**src/cncl_pkg.sv**
```systemverilog
// Shared constants and types for the cross neighbor max clamp block.
// Used by the channel interfaces and by every module of the block; depends on nothing.
package cncl_pkg;

   // Fixed widths of the channel fields and the configuration port.
   localparam int IDX_BITS       = 10;
   localparam int PIX_FIELD_BITS = 16;
   localparam int CFG_BITS       = 11;
   localparam int CSR_INDEX_BITS = 4;

   // Configuration register indexes.
   localparam logic [CSR_INDEX_BITS-1:0] REG_FRAME_COLS = CSR_INDEX_BITS'(0);
   localparam logic [CSR_INDEX_BITS-1:0] REG_FRAME_ROWS = CSR_INDEX_BITS'(1);

   // Frame size after reset, in rows and in columns.
   localparam int FRAME_DIM_RESET = 8;

   // Defaults of the top level parameters.
   localparam int DEF_MAX_COLS   = 1024;
   localparam int DEF_MAX_ROWS   = 1024;
   localparam int DEF_PIXEL_BITS = 16;

   // Queue between the front and the back.
   localparam int QUEUE_DEPTH    = 4;
   localparam int QUEUE_PTR_BITS = 2;
   localparam int QUEUE_CNT_BITS = 3;

   // One classified request: position, the operands of its windows and which
   // results it releases.
   typedef struct packed {
      logic [IDX_BITS-1:0]       row;
      logic [IDX_BITS-1:0]       col;
      logic [PIX_FIELD_BITS-1:0] pix;
      logic [PIX_FIELD_BITS-1:0] prev_c;
      logic [PIX_FIELD_BITS-1:0] prev_cm1;
      logic [PIX_FIELD_BITS-1:0] prev_cp1;
      logic [PIX_FIELD_BITS-1:0] older_c;
      logic [PIX_FIELD_BITS-1:0] cur_cm1;
      logic [PIX_FIELD_BITS-1:0] cur_cm2;
      logic                      row_gt0;
      logic                      row_gt1;
      logic                      col_gt0;
      logic                      col_gt1;
      logic                      row_last;
      logic                      col_last;
      logic                      emit_up;
      logic                      emit_left;
      logic                      emit_self;
   } entry_type;

endpackage

```
**src/cncl_if.sv**
```systemverilog


interface cncl_rsp_if;
   logic                                valid;
   logic                                ready;
   logic [cncl_pkg::IDX_BITS-1:0]       out_row;
   logic [cncl_pkg::IDX_BITS-1:0]       out_col;
   logic [cncl_pkg::PIX_FIELD_BITS-1:0] out_value;
   logic                                run_last;
   logic                                frame_done;

   modport source (output valid, output out_row, output out_col, output out_value,
                   output run_last, output frame_done, input ready);
   modport sink   (input valid, input out_row, input out_col, input out_value,
                   input run_last, input frame_done, output ready);
endinterface

```
**src/cncl_back.sv**
```systemverilog
// Back of the block: works through the results released by each queued request,
// computes the clamped value and holds it in the output register. Uses cncl_pkg, cncl_rsp_if.
module cncl_back (
   input  logic                clock,
   input  logic                reset,
   input  cncl_pkg::entry_type head,
   input  logic                q_valid,
   output logic                pop,
   cncl_rsp_if.source          rsp_if
);

   localparam int PXB = cncl_pkg::PIX_FIELD_BITS;
   localparam int IXB = cncl_pkg::IDX_BITS;

   logic [2:0] done_ff, done_in;
   logic       rsp_valid_ff;
   logic [IXB-1:0] out_row_ff;
   logic [IXB-1:0] out_col_ff;
   logic [PXB-1:0] out_value_ff;
   logic       run_last_ff;
   logic       frame_done_ff;

   logic [2:0] emit_mask;
   logic [2:0] pending;
   logic [2:0] pick;
   logic       last;
   logic       fire;

   logic [PXB-1:0] centre, up_v, dn_v, lf_v, rt_v;
   logic           up_ok, dn_ok, lf_ok, rt_ok;
   logic [IXB-1:0] res_row, res_col;
   logic [PXB-1:0] m_ud, m_lr, best, value;

   // Results of the head request in order: up row, left, self.
   assign emit_mask = {head.emit_self, head.emit_left, head.emit_up};
   assign pending   = emit_mask & ~done_ff;
   assign pick[0]   = pending[0];
   assign pick[1]   = pending[1] && !pending[0];
   assign pick[2]   = pending[2] && !pending[1] && !pending[0];
   assign last      = ((pending & ~pick) == 3'b000);
   assign fire      = q_valid && (!rsp_valid_ff || rsp_if.ready);
   assign pop       = fire && last;

   // Window operands of the chosen result.
   always_comb begin
      dn_v  = '0;
      dn_ok = 1'b0;
      rt_v  = '0;
      rt_ok = 1'b0;
      if (pick[0]) begin
         centre  = head.prev_c;
         up_v    = head.older_c;
         up_ok   = head.row_gt1;
         dn_v    = head.pix;
         dn_ok   = 1'b1;
         lf_v    = head.prev_cm1;
         lf_ok   = head.col_gt0;
         rt_v    = head.prev_cp1;
         rt_ok   = !head.col_last;
         res_row = head.row - IXB'(1);
         res_col = head.col;
      end else if (pick[1]) begin
         centre  = head.cur_cm1;
         up_v    = head.prev_cm1;
         up_ok   = head.row_gt0;
         lf_v    = head.cur_cm2;
         lf_ok   = head.col_gt1;
         rt_v    = head.pix;
         rt_ok   = 1'b1;
         res_row = head.row;
         res_col = head.col - IXB'(1);
      end else begin
         centre  = head.pix;
         up_v    = head.prev_c;
         up_ok   = head.row_gt0;
         lf_v    = head.cur_cm1;
         lf_ok   = head.col_gt0;
         res_row = head.row;
         res_col = head.col;
      end
   end

   // Largest existing neighbor, then the smaller of it and the center.
   always_comb begin
      logic [PXB-1:0] n_up, n_dn, n_lf, n_rt;
      n_up  = up_ok ? up_v : '0;
      n_dn  = dn_ok ? dn_v : '0;
      n_lf  = lf_ok ? lf_v : '0;
      n_rt  = rt_ok ? rt_v : '0;
      m_ud  = (n_dn > n_up) ? n_dn : n_up;
      m_lr  = (n_rt > n_lf) ? n_rt : n_lf;
      best  = (m_lr > m_ud) ? m_lr : m_ud;
      value = ((up_ok || dn_ok || lf_ok || rt_ok) && best < centre) ? best : centre;
   end

   // Results already sent for the head request.
   always_comb begin
      done_in = done_ff;
      if (pop) begin
         done_in = 3'b000;
      end else if (fire) begin
         done_in = done_ff | pick;
      end
   end

   always_ff @(posedge clock) begin
      if (reset) begin
         done_ff      <= 3'b000;
         rsp_valid_ff <= 1'b0;
      end else begin
         done_ff      <= done_in;
         rsp_valid_ff <= fire || (rsp_valid_ff && !rsp_if.ready);
      end
   end

   // Output register.
   always_ff @(posedge clock) begin
      if (fire) begin
         out_row_ff    <= res_row;
         out_col_ff    <= res_col;
         out_value_ff  <= value;
         run_last_ff   <= last;
         frame_done_ff <= last && head.row_last && head.col_last;
      end
   end

   assign rsp_if.valid      = rsp_valid_ff;
   assign rsp_if.out_row    = out_row_ff;
   assign rsp_if.out_col    = out_col_ff;
   assign rsp_if.out_value  = out_value_ff;
   assign rsp_if.run_last   = run_last_ff;
   assign rsp_if.frame_done = frame_done_ff;

   // A queued request always has a result left to send.
   a_head_pending: assert property (@(posedge clock) disable iff (reset)
      q_valid |-> pending != 3'b000)
      else $error("queued request with no result left");

   // The end of a frame is always the last result of its request.
   a_done_is_last: assert property (@(posedge clock) disable iff (reset)
      rsp_valid_ff && frame_done_ff |-> run_last_ff)
      else $error("frame end flagged on a result that is not the last");

endmodule

```
**src/flat_wrapper.sv**
```systemverilog
// flat-port wrapper written by rule: the top's interface ports become plain ports
module cncl_back_flat 
  (clock, reset, head, q_valid, pop, rsp_if_valid, rsp_if_out_row, rsp_if_out_col, rsp_if_out_value, rsp_if_run_last, rsp_if_frame_done, rsp_if_ready);
  cncl_rsp_if rsp_if_i ();
  input  logic clock;
  input  logic reset;
  input  cncl_pkg::entry_type head;
  input  logic q_valid;
  output logic pop;
  output wire logic [$bits(rsp_if_i.valid)-1:0] rsp_if_valid;
  output wire logic [$bits(rsp_if_i.out_row)-1:0] rsp_if_out_row;
  output wire logic [$bits(rsp_if_i.out_col)-1:0] rsp_if_out_col;
  output wire logic [$bits(rsp_if_i.out_value)-1:0] rsp_if_out_value;
  output wire logic [$bits(rsp_if_i.run_last)-1:0] rsp_if_run_last;
  output wire logic [$bits(rsp_if_i.frame_done)-1:0] rsp_if_frame_done;
  input wire logic [$bits(rsp_if_i.ready)-1:0] rsp_if_ready;
  assign rsp_if_valid = rsp_if_i.valid;
  assign rsp_if_out_row = rsp_if_i.out_row;
  assign rsp_if_out_col = rsp_if_i.out_col;
  assign rsp_if_out_value = rsp_if_i.out_value;
  assign rsp_if_run_last = rsp_if_i.run_last;
  assign rsp_if_frame_done = rsp_if_i.frame_done;
  assign rsp_if_i.ready = rsp_if_ready;
  cncl_back u_core (.clock(clock), .reset(reset), .head(head), .q_valid(q_valid), .pop(pop), .rsp_if(rsp_if_i));
endmodule
```
**config.mk**
```make
export PLATFORM = sky130hd
export DESIGN_NAME = cncl_back_flat
export DESIGN_NICKNAME = d
export VERILOG_FILES = /design/src/cncl_pkg.sv /design/src/cncl_if.sv /design/src/cncl_back.sv /design/src/flat_wrapper.sv
export SDC_FILE = /design/constraint.sdc
export NUM_CORES = 1
export LEC_CHECK = 0
export BUFFER_PORTS_ARGS = -buffer_cell sky130_fd_sc_hd__buf_2
export CAP_MARGIN = 40
export CORE_ASPECT_RATIO = 1.1
export CORE_MARGIN = 3
export CORE_UTILIZATION = 52
export DETAILED_ROUTE_END_ITERATION = 12
export GPL_ROUTABILITY_DRIVEN = 1
export HOLD_SLACK_MARGIN = 0.05
export PLACE_DENSITY = 0.86
export SLEW_MARGIN = 20
export SYNTH_ARGS = -nofsm -noshare
export SYNTH_HDL_FRONTEND = slang
export SYNTH_SLANG_ARGS = --single-unit
```
**constraint.sdc**
```tcl
create_clock -name clock -period 9.4 [get_ports clock]
set_input_delay 1.88 -clock clock [delete_from_list [all_inputs] [get_ports clock]]
set_output_delay 1.88 -clock clock [all_outputs]
set_load 0.02 [all_outputs]
```
==> metrics.md <==
| Metric | Value |
|---|---|
| Clock Latency Late Sink | 290 ps |
| Post-synth top area cell | edfxtp_1 |
| Mux cell area share after synthesis | 16.0% |
| Max-Cap Viols | 0 |
| Htree depth | 2 |
| Cell count after placement | 924 |
| Synthesized net count | 852 |
| Share of layout cells above drive strength 1 | 28.6% |
| Non-filler cells, final | 932 |
| Peak supply drop | 0.0857 mV |
| Post-DP HPWL | 13,600 um |
| Status | finished, final reports clean |
| Die X-Extent | 103 um |
| Clock slew at reported path FFs | 70 ps |
| RSZ-0062 raised after global routing | no |
| Final worst-path cycle share | 95.3% |
| Post-synthesis adder-cell area fraction | 15.2% |
| Hold Path Cell Cnt | 2 |
| Starting Density | 53.7% |
| Final worst slack | 446 ps |
| Synth Flop Type | edfxtp_1 |
| Fill cell count | 861 |
| Gr ovfl total | 0 |
| GPL Wtd Cong | 0.969 |
| GR peak layer | met2 |
| Root Driver | clkbuf_8 |
| Count of final hold-check violations | 0 |
| First-pass GRT wire length | 25,700 um |
| Final net count | 1,021 |
| Setup Fix Bufs, Post-CTS | 0 |
| Drt drc | 0 |
| Setup-failing EPs final | 0 |
| Critical path's largest stage delay | 570 ps |
| Fmax achieved | 112 MHz |
| DR WL/cell | 17.5 um |
| Pin count of the biggest net entering global routing | 55 |
| Worst Reg-to-Reg Cells | 28 |
| Hold Crit Class | reg -> reg |
| Slew @ Worst Pin | 674 ps |
| Number of gates resized after CTS | 0 |
| Avg Cell Area, Syn | 8.32 um^2 |
| Setup TNS | 0 ps |
| Area occupied by multi-input gates | 3730 um^2 |
| Routed WL | 16,300 um |
| Reg area | 1220 um^2 |
| Synth unique cells | 54 |
| Synth-to-layout area growth | 22.1% |
| M3 GR Usage | 3.05% |
| Slew margin rel. | 54.1% |
| Final instance area | 6520 um^2 |
| Yosys warnings | 0 |
| Clock Tree Buf Depth | 2 |
| Vias in the first global route | 5,332 |
| TritonCTS Buffers | 5 |
| I/O Pins | 185 |
| Final min period | 8950 ps |
| Critical Path AT | 8990 ps |
| Cts hold-fix bufs | 0 |
| Grt met2 use | 46.7% |
| Max Transition Viols Final | 0 |
| Clock sink count | 42 |
| Sequential area share after synthesis | 22.9% |
| Detailed-route via count | 5,459 |
| Critical path's slowest cell | o21ai_4 |
| Compound-Gate Fraction of Synth Area | 19.3% |
| Crit-path max FO | 19 |
| Initial antenna violation count | 0 |
| Leakage | 3.35 nW |
| Ys async rst share | 0% |
| Simple-gate share of the synthesized area | 16.2% |
| Most instantiated cells after synthesis | 70 x nor2_1, 65 x ha_1, 65 x mux2i_1 |
| Post-synth top area share | 21.4% |
| Dominant cell by count in the synthesized netlist | nor2_1 |
| Via density | 5.86 |
| Cell Area, Synth | 5340 um^2 |
| First-pass iteration count of the detailed router | 5 |
| Antenna-violating nets left | 0 |
| Die area | 11,500 um^2 |
| CP Class | in -> reg |
| Combinational family with the most area after synthesis | compound AO/OA/AOI/OAI gates |
| I/O Buffers | 184 |
| Critical Path RT | 9440 ps |
| Leading post-synthesis cells by cell area | edfxtp_1 21%, ha_1 15%, mux2i_1 12% |
| DP Area | 6380 um^2 |
| Critical Path Start Type | input port |
| GR Util met1 | 36.9% |
| DRT iter0 DRCs | 450 |
| Row count | 38 |
| XOR/XNOR Fraction of Synth Area | 2.79% |
| Gate Count Post-Synth | 642 |
| Yosys reg bits | 42 |
| Overall global routing resource usage | 27.8% |
| Skew final | 7.84 ps |
| Number of synthesized flops with an enable pin | 38 |
| Core box area | 9940 um^2 |
| Number of diodes | 0 |
| Total Power | 1.17 mW |
| DP Worst Slack | 251 ps |
| CTS tree | done |
| Crit path capture type | register |
| Cell Pwr Density | 179 nW/um^2 |
| Die Y-Extent | 112 um |
## worst max-delay path: cells and delay by family
kind / cells / cell delay, ps
compound gates: 8 / 1790
fa+ha+maj: 3 / 790
buf+inv: 5 / 1000
mux: 4 / 1260
simple gates: 9 / 2220
## area by class of cell
cell class,instances,area share [%]
multi-input combinational,502,57.2
sequential,42,18.7
timing repair buffer,198,16.0
inverter,62,3.57
tap,120,2.30
clock buffer,6,1.27
clock inverter,2,0.921
## flip-flops by register name (all words and copies together), names as in the netlist
register,cells
u_core.rsp_if.run_last,1
u_core.rsp_if.out_row,10
u_core.rsp_if.out_col,10
u_core.rsp_if.frame_done,1
u_core.rsp_if.out_value,16
u_core.rsp_if.valid,1
u_core.done_ff,3
## report_power, final
part	switching (mW)	leakage, nW	internal, mW
Sequential	0.0102	0.405	0.257
Combinational	0.426	2.87	0.302
Clock	0.0595	0.0714	0.113
Total	0.496	3.35	0.673
## cells in the final DEF (no fill, tap or decap), types with 4 or more instances in the layout
master and n:
nor2_1 70, buf_2 184, nand2_1 34, mux2_2 15, xor2_1 11, a21o_1 8, nor2b_1 6, ha_1 65
clkbuf_8 6, a211o_1 19, buf_4 13, a21oi_1 58, mux2i_1 65, edfxtp_1 38, xnor2_1 6, and2_1 15
a22oi_1 12, o21ai_0 23, a211oi_1 16, nand4_1 14, nor3_1 13, nand3_1 9, dfxtp_1 4, inv_1 62
a22o_1 4
## metrics by stage
stage	hold WS [ps]	util, %
2_1_floorplan	426	-
4_1_cts	452	65.6
5_1_grt	486	65.6
6_report	452	65.6
3_5_place_dp	438	64.2
3_3_place_gp	435	63.9
## cells by family (layout without fill, tap and decap cells)
group           count (synthesis)  in the layout
flops                          42             42
compound gates                156            156
fa+ha+maj                      65             65
simple gates                  182            182
mux                            82             82
xor+xnor                       17             17
buf+inv                        98            268
## layer usage
layer	vias up	wire [um]	share of wire [%]
met1	2510	6780	42
met5	-	0	0
met2	255	7920	49
met3	35	1220	7.5
met4	0	395	2.4
li1	2659	-	-
## path summary, 6_finish.rpt
| check | from | endpoint | slack [ps] |
|---|---|---|---|
| setup / recovery | head[1] | u_core.rsp_if.out_value[0]$_DFFE_PP_ | 450 |
| hold / removal | u_core.done_ff[2]$_SDFFE_PP0P_ | u_core.done_ff[2]$_SDFFE_PP0P_ | 450 |
| setup reg to reg | u_core.done_ff[1]$_SDFFE_PP0P_ | u_core.rsp_if.out_value[0]$_DFFE_PP_ | 1800 |
| hold reg to reg | u_core.done_ff[2]$_SDFFE_PP0P_ | u_core.done_ff[2]$_SDFFE_PP0P_ | 450 |
No activity file was read; power rests on OpenSTA's default activity.
