--- config.mk ---
export PLATFORM = sky130hd
export DESIGN_NAME = cncl_queue
export DESIGN_NICKNAME = d
export VERILOG_FILES = /design/src/cncl_pkg.sv /design/src/cncl_queue.sv
export SDC_FILE = /design/constraint.sdc
export NUM_CORES = 1
export LEC_CHECK = 0
export BUFFER_PORTS_ARGS = -buffer_cell sky130_fd_sc_hd__buf_2
export CAP_MARGIN = 0
export CORE_ASPECT_RATIO = 1.5
export CORE_MARGIN = 4
export CORE_UTILIZATION = 51
export DETAILED_ROUTE_END_ITERATION = 6
export PLACE_DENSITY = 0.82
export SYNTH_ARGS = -nofsm -noshare
export SYNTH_HDL_FRONTEND = slang
export SYNTH_SLANG_ARGS = --single-unit
--- constraint.sdc ---
create_clock -name clock -period 3.95 [get_ports clock]
set_input_delay 0.1975 -clock clock [delete_from_list [all_inputs] [get_ports clock]]
set_output_delay 0.1975 -clock clock [all_outputs]
set_load 0.05 [all_outputs]
--- src/cncl_pkg.sv ---
// Shared constants and types for the cross neighbor max clamp block.
// Used by the channel interfaces and by every module of the block; depends on nothing.
package cncl_pkg;

   // Fixed widths of the channel fields and the configuration port.
   localparam int IDX_BITS       = 10;
   localparam int PIX_FIELD_BITS = 16;
   localparam int CFG_BITS       = 11;
   localparam int CSR_INDEX_BITS = 4;

   // Configuration register indexes.
   localparam logic [CSR_INDEX_BITS-1:0] REG_FRAME_COLS = CSR_INDEX_BITS'(0);
   localparam logic [CSR_INDEX_BITS-1:0] REG_FRAME_ROWS = CSR_INDEX_BITS'(1);

   // Frame size after reset, in rows and in columns.
   localparam int FRAME_DIM_RESET = 8;

   // Defaults of the top level parameters.
   localparam int DEF_MAX_COLS   = 1024;
   localparam int DEF_MAX_ROWS   = 1024;
   localparam int DEF_PIXEL_BITS = 16;

   // Queue between the front and the back.
   localparam int QUEUE_DEPTH    = 4;
   localparam int QUEUE_PTR_BITS = 2;
   localparam int QUEUE_CNT_BITS = 3;

   // One classified request: position, the operands of its windows and which
   // results it releases.
   typedef struct packed {
      logic [IDX_BITS-1:0]       row;
      logic [IDX_BITS-1:0]       col;
      logic [PIX_FIELD_BITS-1:0] pix;
      logic [PIX_FIELD_BITS-1:0] prev_c;
      logic [PIX_FIELD_BITS-1:0] prev_cm1;
      logic [PIX_FIELD_BITS-1:0] prev_cp1;
      logic [PIX_FIELD_BITS-1:0] older_c;
      logic [PIX_FIELD_BITS-1:0] cur_cm1;
      logic [PIX_FIELD_BITS-1:0] cur_cm2;
      logic                      row_gt0;
      logic                      row_gt1;
      logic                      col_gt0;
      logic                      col_gt1;
      logic                      row_last;
      logic                      col_last;
      logic                      emit_up;
      logic                      emit_left;
      logic                      emit_self;
   } entry_type;

endpackage

--- src/cncl_queue.sv ---
// Short queue of classified requests between the front and the back.
// Uses cncl_pkg for the entry type and the depth.
module cncl_queue (
   input  logic                                clock,
   input  logic                                reset,
   input  logic                                push,
   input  cncl_pkg::entry_type                 push_entry,
   input  logic                                pop,
   output cncl_pkg::entry_type                 head,
   output logic                                q_valid,
   output logic [cncl_pkg::QUEUE_CNT_BITS-1:0] q_count
);

   cncl_pkg::entry_type                 q_mem_ff [cncl_pkg::QUEUE_DEPTH];
   logic [cncl_pkg::QUEUE_PTR_BITS-1:0] wr_ptr_ff, wr_ptr_in;
   logic [cncl_pkg::QUEUE_PTR_BITS-1:0] rd_ptr_ff, rd_ptr_in;
   logic [cncl_pkg::QUEUE_CNT_BITS-1:0] count_ff, count_in;

   // Pointer and fill count update.
   always_comb begin
      wr_ptr_in = push ? wr_ptr_ff + cncl_pkg::QUEUE_PTR_BITS'(1) : wr_ptr_ff;
      rd_ptr_in = pop  ? rd_ptr_ff + cncl_pkg::QUEUE_PTR_BITS'(1) : rd_ptr_ff;
      count_in  = count_ff + cncl_pkg::QUEUE_CNT_BITS'(push)
                           - cncl_pkg::QUEUE_CNT_BITS'(pop);
   end

   always_ff @(posedge clock) begin
      if (reset) begin
         wr_ptr_ff <= '0;
         rd_ptr_ff <= '0;
         count_ff  <= '0;
      end else begin
         wr_ptr_ff <= wr_ptr_in;
         rd_ptr_ff <= rd_ptr_in;
         count_ff  <= count_in;
      end
   end

   // Entry storage.
   always_ff @(posedge clock) begin
      if (push) begin
         q_mem_ff[wr_ptr_ff] <= push_entry;
      end
   end

   assign head    = q_mem_ff[rd_ptr_ff];
   assign q_valid = (count_ff != '0);
   assign q_count = count_ff;

   // The front's credit check keeps the queue from overflowing.
   a_no_overflow: assert property (@(posedge clock) disable iff (reset)
      push |-> count_ff < cncl_pkg::QUEUE_CNT_BITS'(cncl_pkg::QUEUE_DEPTH))
      else $error("push into a full queue");

   // A pop only ever takes a stored entry.
   a_no_underflow: assert property (@(posedge clock) disable iff (reset)
      pop |-> count_ff != '0)
      else $error("pop from an empty queue");

endmodule

==> results of run 1 <==
[Yosys cell counts, drive strengths merged]
cell / count / share of area
and2: 4 / 0.0012
edfxtp: 564 / 0.82
xnor2: 2 / 0.00084
a21bo: 1 / 0.00048
buf: 26 / 0.0093
mux2i: 1 / 0.00048
ha: 6 / 0.0036
nor2b: 2 / 0.00060
mux4: 141 / 0.15
clkbuf: 6 / 0.0011
fa: 1 / 0.00096
nor2: 5 / 0.00090
inv: 6 / 0.0011
nand3b: 1 / 0.00036
or3: 1 / 0.00030
a21oi: 1 / 0.00024
dfxtp: 9 / 0.0087
xor3: 1 / 0.0011
[path summary, 6_finish.rpt]
path	endpoint	startpoint	slack (ns)
worst min register to register	flip-flop	rd_ptr_ff[0]$_SDFFE_PP0P_	0.54
worst max register to register	q_mem_ff[1][4]$_DFFE_PP_	wr_ptr_ff[0]$_SDFFE_PP0P_	1.78
worst max-delay path	head[123]	flip-flop	1.12
worst min-delay path	wr_ptr_ff[0]$_SDFFE_PP0P_	push	0.07
[final cells by class]
| type | instances | area share |
|---|---|---|
| well taps | 506 | 0.0244 |
| multi-input cells | 167 | 0.132 |
| inverters | 6 | 0.000869 |
| clock buffers | 62 | 0.0525 |
| repair buffers | 447 | 0.119 |
| diodes | 2 | 0.000193 |
| flip-flops and latches | 573 | 0.661 |
| clock inverters | 32 | 0.00971 |
[critical path, cell delays in order, from the launching register on]
cell	delay, ns
sky130_fd_sc_hd__dfxtp_4	0.82
sky130_fd_sc_hd__buf_4	0.42
sky130_fd_sc_hd__mux4_2	0.56
sky130_fd_sc_hd__buf_2	0.23
[flip-flops by register name, summed over array words and instances (netlist names), named ones only]
register,cells
q_mem_ff,564
q_count,3
rd_ptr_ff,2
wr_ptr_ff,2
[per-layer routing]
layer | wire, um | up-vias | GRT usage
li1 | - | 4307 | -
met1 | 15300 | 5129 | 0.237
met2 | 23100 | 422 | 0.344
met3 | 2580 | 112 | 0.0381
met4 | 2060 | 6 | 0.0858
met5 | 41 | - | 0
[cell families (layout without fill, tap and decap cells)]
kind of cell / count (synthesis) / after routing / synth area share
other cells: 0 / 2 / 0
compound gates: 2 / 2 / 0.000723
xor+xnor: 3 / 3 / 0.00199
simple gates: 13 / 13 / 0.00337
mux: 142 / 142 / 0.153
fa+ha+maj: 7 / 7 / 0.00458
flops: 573 / 573 / 0.824
buf+inv: 38 / 547 / 0.0115
[where the power goes]
part | switching (mW) | internal (mW)
Clock | 2.05 | 2.70
Sequential | 0.113 | 6.99
Combinational | 1.39 | 0.671
[timing repair]
item / CTS / global route
endpoints found under the hold margin: 573 / 0
resized for setup: 0 / 0
hold buffers: 143 / 0
==> summary.txt, run 1 <==
Status
  – Status: completed

Route
  – Number of routed nets with antenna violations: 0
  – Drt via density: 5.56
  – First-iteration detailed-routing DRC count: 782
  – Number of detailed-route iterations in the first pass: 5
  – DR DRC count: 0
  – Wire length per cell: 23.9 um
  – Number of vias after detailed routing: 9976
  – Wire length after detailed routing: 43000 um

STA
  – Slew Viols, Final: 0
  – Actual transition at the worst max-transition pin: 0.913 ns
  – Final critical delay including setup and external delays: 2.83 ns
  – Worst clock skew: 0.00792 ns
  – Setup ws final: 1.12 ns
  – Post-route worst hold slack: 0.0723 ns
  – Final number of setup-violating endpoints: 0
  – Setup repair after global routing missed its margin: no
  – Maximum achievable frequency: 0.354 GHz
  – Worst slew slack as a fraction of its limit: 0.391
  – Crit share post-route: 0.716
  – Hold violation total from the final report: 0
  – Post-route setup TNS: 0 ns

Final layout
  – Final net count: 1397
  – Share of cells above drive strength 1: 0.405
  – Number of standard cells in the layout, taps in and fillers out: 1795
  – Post-route cell area: 25900 um2
  – Area growth from synthesis to final layout: 24.8%
  – Register Area: 17100 um2
  – Most frequent standard cell in the layout excluding fill and tap cells: sky130_fd_sc_hd__edfxtp_1
  – Highest-count cells in the layout ignoring fill and taps: sky130_fd_sc_hd__edfxtp_1, sky130_fd_sc_hd__buf_2, sky130_fd_sc_hd__dlygate4sd3_1, sky130_fd_sc_hd__mux4_2, sky130_fd_sc_hd__clkbuf_16
  – Multi-input logic area: 3420 um2
  – Post-layout utilization of the core: 0.644
  – Filler cell count in the final layout: 2495

Setup path
  – CP Launch Type: flip-flop
  – Worst Path Max Fanout: 34
  – Required @ worst endpoint: 3.75 ns
  – Worst setup EP type: output port
  – Type of the worst setup path: reg2out
  – Length in cells of the worst reg-to-reg path: 3
  – Arrival time of data at the critical path endpoint: 2.63 ns

Synth
  – Synthesized netlist cell count: 778
  – Number of storage elements in the synthesis netlist: 573
  – Synth Warn #: 0
  – Avg Cell Area, Syn: 26.7 um2
  – Synth Cell Area: 20800 um2
  – Sequential cell area fraction in the yosys report: 0.824
  – Netlist cell types: 20
  – Synth Net Count: 930

Placed design
  – Global placer's final weighted congestion: 0.753
  – Placed Cells incl. Taps: 1556
  – Port-buffer cells: 289
  – Post-placement worst setup slack: 1.64 ns
  – Instance area after placement: 22900 um2
  – DP Wirelength: 24700 um

GRT
  – Global-route wire length before repair: 65700 um
  – Global route overflow: 0
  – Combined global-route utilization of all metal layers: 0.195
  – Number of global-route vias before repair: 10900
  – Maximum number of pins on one net before global-route repair: 82
  – Antenna violations before repair: 5

Clocking
  – Clock transition time at the flip-flop clock pins of the worst setup and hold paths: 0.06 ns
  – Master cell of the clock root buffer: sky130_fd_sc_hd__clkbuf_16
  – Latest clock arrival within the worst-skew pair: 0.55 ns
  – Post-CTS setup buffer count: 0
  – Inserted Clock Buffers: 50
  – Longest Clk Path Bufs: 3
  – Clock sink count: 573
  – # H-tree levels: 2
  – TritonCTS clock tree: yes

Die
  – Initial cell density of the core: 0.516
  – Row count: 90
  – I/O pins: 290
  – Area of the die: 44100 um2
  – Core footprint: 40200 um2
  – Die boundary height: 255 um
  – Horiz. Die Dim: 173 um

Min path
  – Hold Path Stages: 3
  – Path category of the worst min-delay check: in2reg

Power
  – Highest ir drop seen on vdd: 0.484 mV
  – P_leak: 8.78 nW
  – Overall power of the completed layout: 13.9 mW
  – Power density normalized to cell area: 537 nW/um2

Run
  – Max capacitance violation total: 0
(Power assumes the default switching activity.)
==> inputs of run 2 (changes only) <==
==> constraint.sdc (replaced) <==
create_clock -name clock -period 2.6 [get_ports clock]
set_input_delay 0.13 -clock clock [delete_from_list [all_inputs] [get_ports clock]]
set_output_delay 0.13 -clock clock [all_outputs]
set_load 0.05 [all_outputs]
==> run 2 against run 1 <==
Net effect:
- setup slack got worse by 0.92 ns
- register-to-register slack got worse by 0.93 ns
- die area unchanged
- cell count grew 0.89%
- final area grew 0.71%
- sequential cell count stayed put
- critical path type unchanged
- critical endpoint is now head[122]
- largest cell class unchanged
- largest power group unchanged
==> summary.txt, run 2 (synthesized netlist as in run 1, its figures left out) <==
STA
  – Crit share post-route: 0.921
  – Final critical delay including setup and external delays: 2.39 ns
  – Worst slew slack as a fraction of its limit: 0.622
  – Post-route worst hold slack: 0.329 ns
  – Hold violation total from the final report: 0
  – Final number of setup-violating endpoints: 0
  – Slew Viols, Final: 0
  – Worst clock skew: 0.00692 ns
  – Post-route setup TNS: 0 ns
  – Setup ws final: 0.206 ns
  – Maximum achievable frequency: 0.418 GHz
  – Setup repair after global routing missed its margin: no
  – Actual transition at the worst max-transition pin: 0.567 ns

Route
  – Number of detailed-route iterations in the first pass: 5
  – First-iteration detailed-routing DRC count: 759
  – DR DRC count: 0
  – Wire length per cell: 24.0 um
  – Wire length after detailed routing: 43500 um
  – Number of vias after detailed routing: 10000
  – Drt via density: 5.55
  – Number of routed nets with antenna violations: 0

GRT
  – Antenna violations before repair: 8
  – Maximum number of pins on one net before global-route repair: 61
  – Number of global-route vias before repair: 11100
  – Combined global-route utilization of all metal layers: 0.196
  – Global-route wire length before repair: 66200 um
  – Global route overflow: 0

Power
  – Highest ir drop seen on vdd: 0.691 mV
  – Power density normalized to cell area: 808 nW/um2
  – P_leak: 8.88 nW

Die
  – Row count: 90
  – Core footprint: 40200 um2
  – I/O pins: 290
  – Die boundary height: 255 um
  – Initial cell density of the core: 0.516
  – Area of the die: 44100 um2
  – Horiz. Die Dim: 173 um

Final layout
  – Register containing the most flip-flops in the final layout: q_mem_ff
  – Number of standard cells in the layout, taps in and fillers out: 1811
  – Max FFs per register: 564
  – Filler cell count in the final layout: 2492
  – Final net count: 1415
  – Highest-count cells in the layout ignoring fill and taps: sky130_fd_sc_hd__edfxtp_1, sky130_fd_sc_hd__buf_2, sky130_fd_sc_hd__dlygate4sd3_1, sky130_fd_sc_hd__mux4_2, sky130_fd_sc_hd__clkbuf_16
  – Share of cells above drive strength 1: 0.413
  – Area growth from synthesis to final layout: 25.7%
  – Most frequent standard cell in the layout excluding fill and tap cells: sky130_fd_sc_hd__edfxtp_1

Setup path
  – CP Launch Type: flip-flop
  – Required @ worst endpoint: 2.47 ns
  – Worst setup EP type: output port
  – Slack of the worst reg-to-reg path: 0.85 ns
  – Endpoint of the worst-slack reg-to-reg timing path: q_mem_ff[2][43]$_DFFE_PP_
  – Type of the worst setup path: reg2out
  – Crit Reg-Reg Startpoint: wr_ptr_ff[0]$_SDFFE_PP0P_
  – Arrival time of data at the critical path endpoint: 2.26 ns
  – Worst Path Max Fanout: 18
  – Length in cells of the worst reg-to-reg path: 4

Clocking
  – Gates resized, CTS repair: 0
  – # H-tree levels: 2
  – Clock sink count: 573
  – Master cell of the clock root buffer: sky130_fd_sc_hd__clkbuf_16
  – TritonCTS clock tree: yes
  – Post-CTS setup buffer count: 0
  – Latest clock arrival within the worst-skew pair: 0.55 ns
  – Cts-stage hold buffer count: 145
  – Clock transition time at the flip-flop clock pins of the worst setup and hold paths: 0.07 ns
  – Inserted Clock Buffers: 48
  – Longest Clk Path Bufs: 3

Min path
  – Min-Delay Startpoint: push_entry[26]
  – Endpoint of the worst hold-timing path: q_mem_ff[1][26]$_DFFE_PP_
  – Path category of the worst min-delay check: in2reg
  – Hold Path Stages: 2

Placed design
  – Placed Cells incl. Taps: 1574
  – DP Wirelength: 25900 um
  – Post-placement worst setup slack: 0.787 ns
  – Port-buffer cells: 289
  – Global placer's final weighted congestion: 0.784

Status
  – Status: completed

Run
  – Max capacitance violation total: 0
## run 2: changes by cell type in the layout (fill, tap and decap cells not counted), sizes merged
cell / delta
inv: +2
buf: +18
diode: +5
bufinv: +2
clkinvlp: -1
clkbuf: -2
dlygate4sd3: +2
clkinv: -10
## run 2: power breakdown
part | total (mW) | internal (mW) | switching (mW)
Clock | 7.12 | 4.08 | 3.04
Combinational | 3.22 | 1.06 | 2.16
Sequential | 10.7 | 10.6 | 0.131
## run 2: critical path, cell delays in order (launching register included)
cell and delay [ns]:
sky130_fd_sc_hd__dfxtp_4 0.42, sky130_fd_sc_hd__buf_12 0.20, sky130_fd_sc_hd__buf_4 0.28, sky130_fd_sc_hd__mux4_2 0.56, sky130_fd_sc_hd__buf_2 0.23
## run 2: metal layers
| layer | routed length, um | global-route usage | vias to the layer above |
|---|---|---|---|
| li1 | - | - | 4339 |
| met1 | 15300 | 0.234 | 5192 |
| met2 | 23600 | 0.346 | 390 |
| met3 | 2520 | 0.0408 | 117 |
| met4 | 2000 | 0.0892 | 6 |
| met5 | 41 | 0 | - |
## run 2: area by class of cell
type | instances | area, um2 | share of cell area
well taps | 506 | 633 | 0.0243
inverters | 6 | 22.5 | 0.000863
repair buffers | 467 | 3320 | 0.127
multi-input cells | 167 | 3420 | 0.131
clock inverters | 25 | 277 | 0.0106
clock buffers | 60 | 1280 | 0.0490
diodes | 7 | 17.5 | 0.000671
flip-flops and latches | 573 | 17100 | 0.656
## run 2: worst max-delay path by stage
| stage | end | cells past startpoint | startpoint |
|---|---|---|---|
| detailed placement | head[123] | 4 | flip-flop |
| finish | head[122] | 4 | flip-flop |
| global route | head[122] | 4 | flip-flop |
| CTS | head[123] | 4 | flip-flop |
| global placement | head[123] | 4 | flip-flop |
| floorplan | q_mem_ff[2][0]$_DFFE_PP_ | 3 | wr_ptr_ff[0]$_SDFFE_PP0P_ |
## run 2: stage by stage
| stage | power, mW | util | instance area [um2] |
|---|---|---|---|
| floorplan | 13.1 | - | 20800 |
| global placement | 13.9 | 0.574 | 23100 |
| detailed placement | 14.0 | 0.574 | 23100 |
| CTS | 21.2 | 0.649 | 26100 |
| global route | 21.8 | 0.649 | 26100 |
| finish | 21.1 | 0.649 | 26100 |
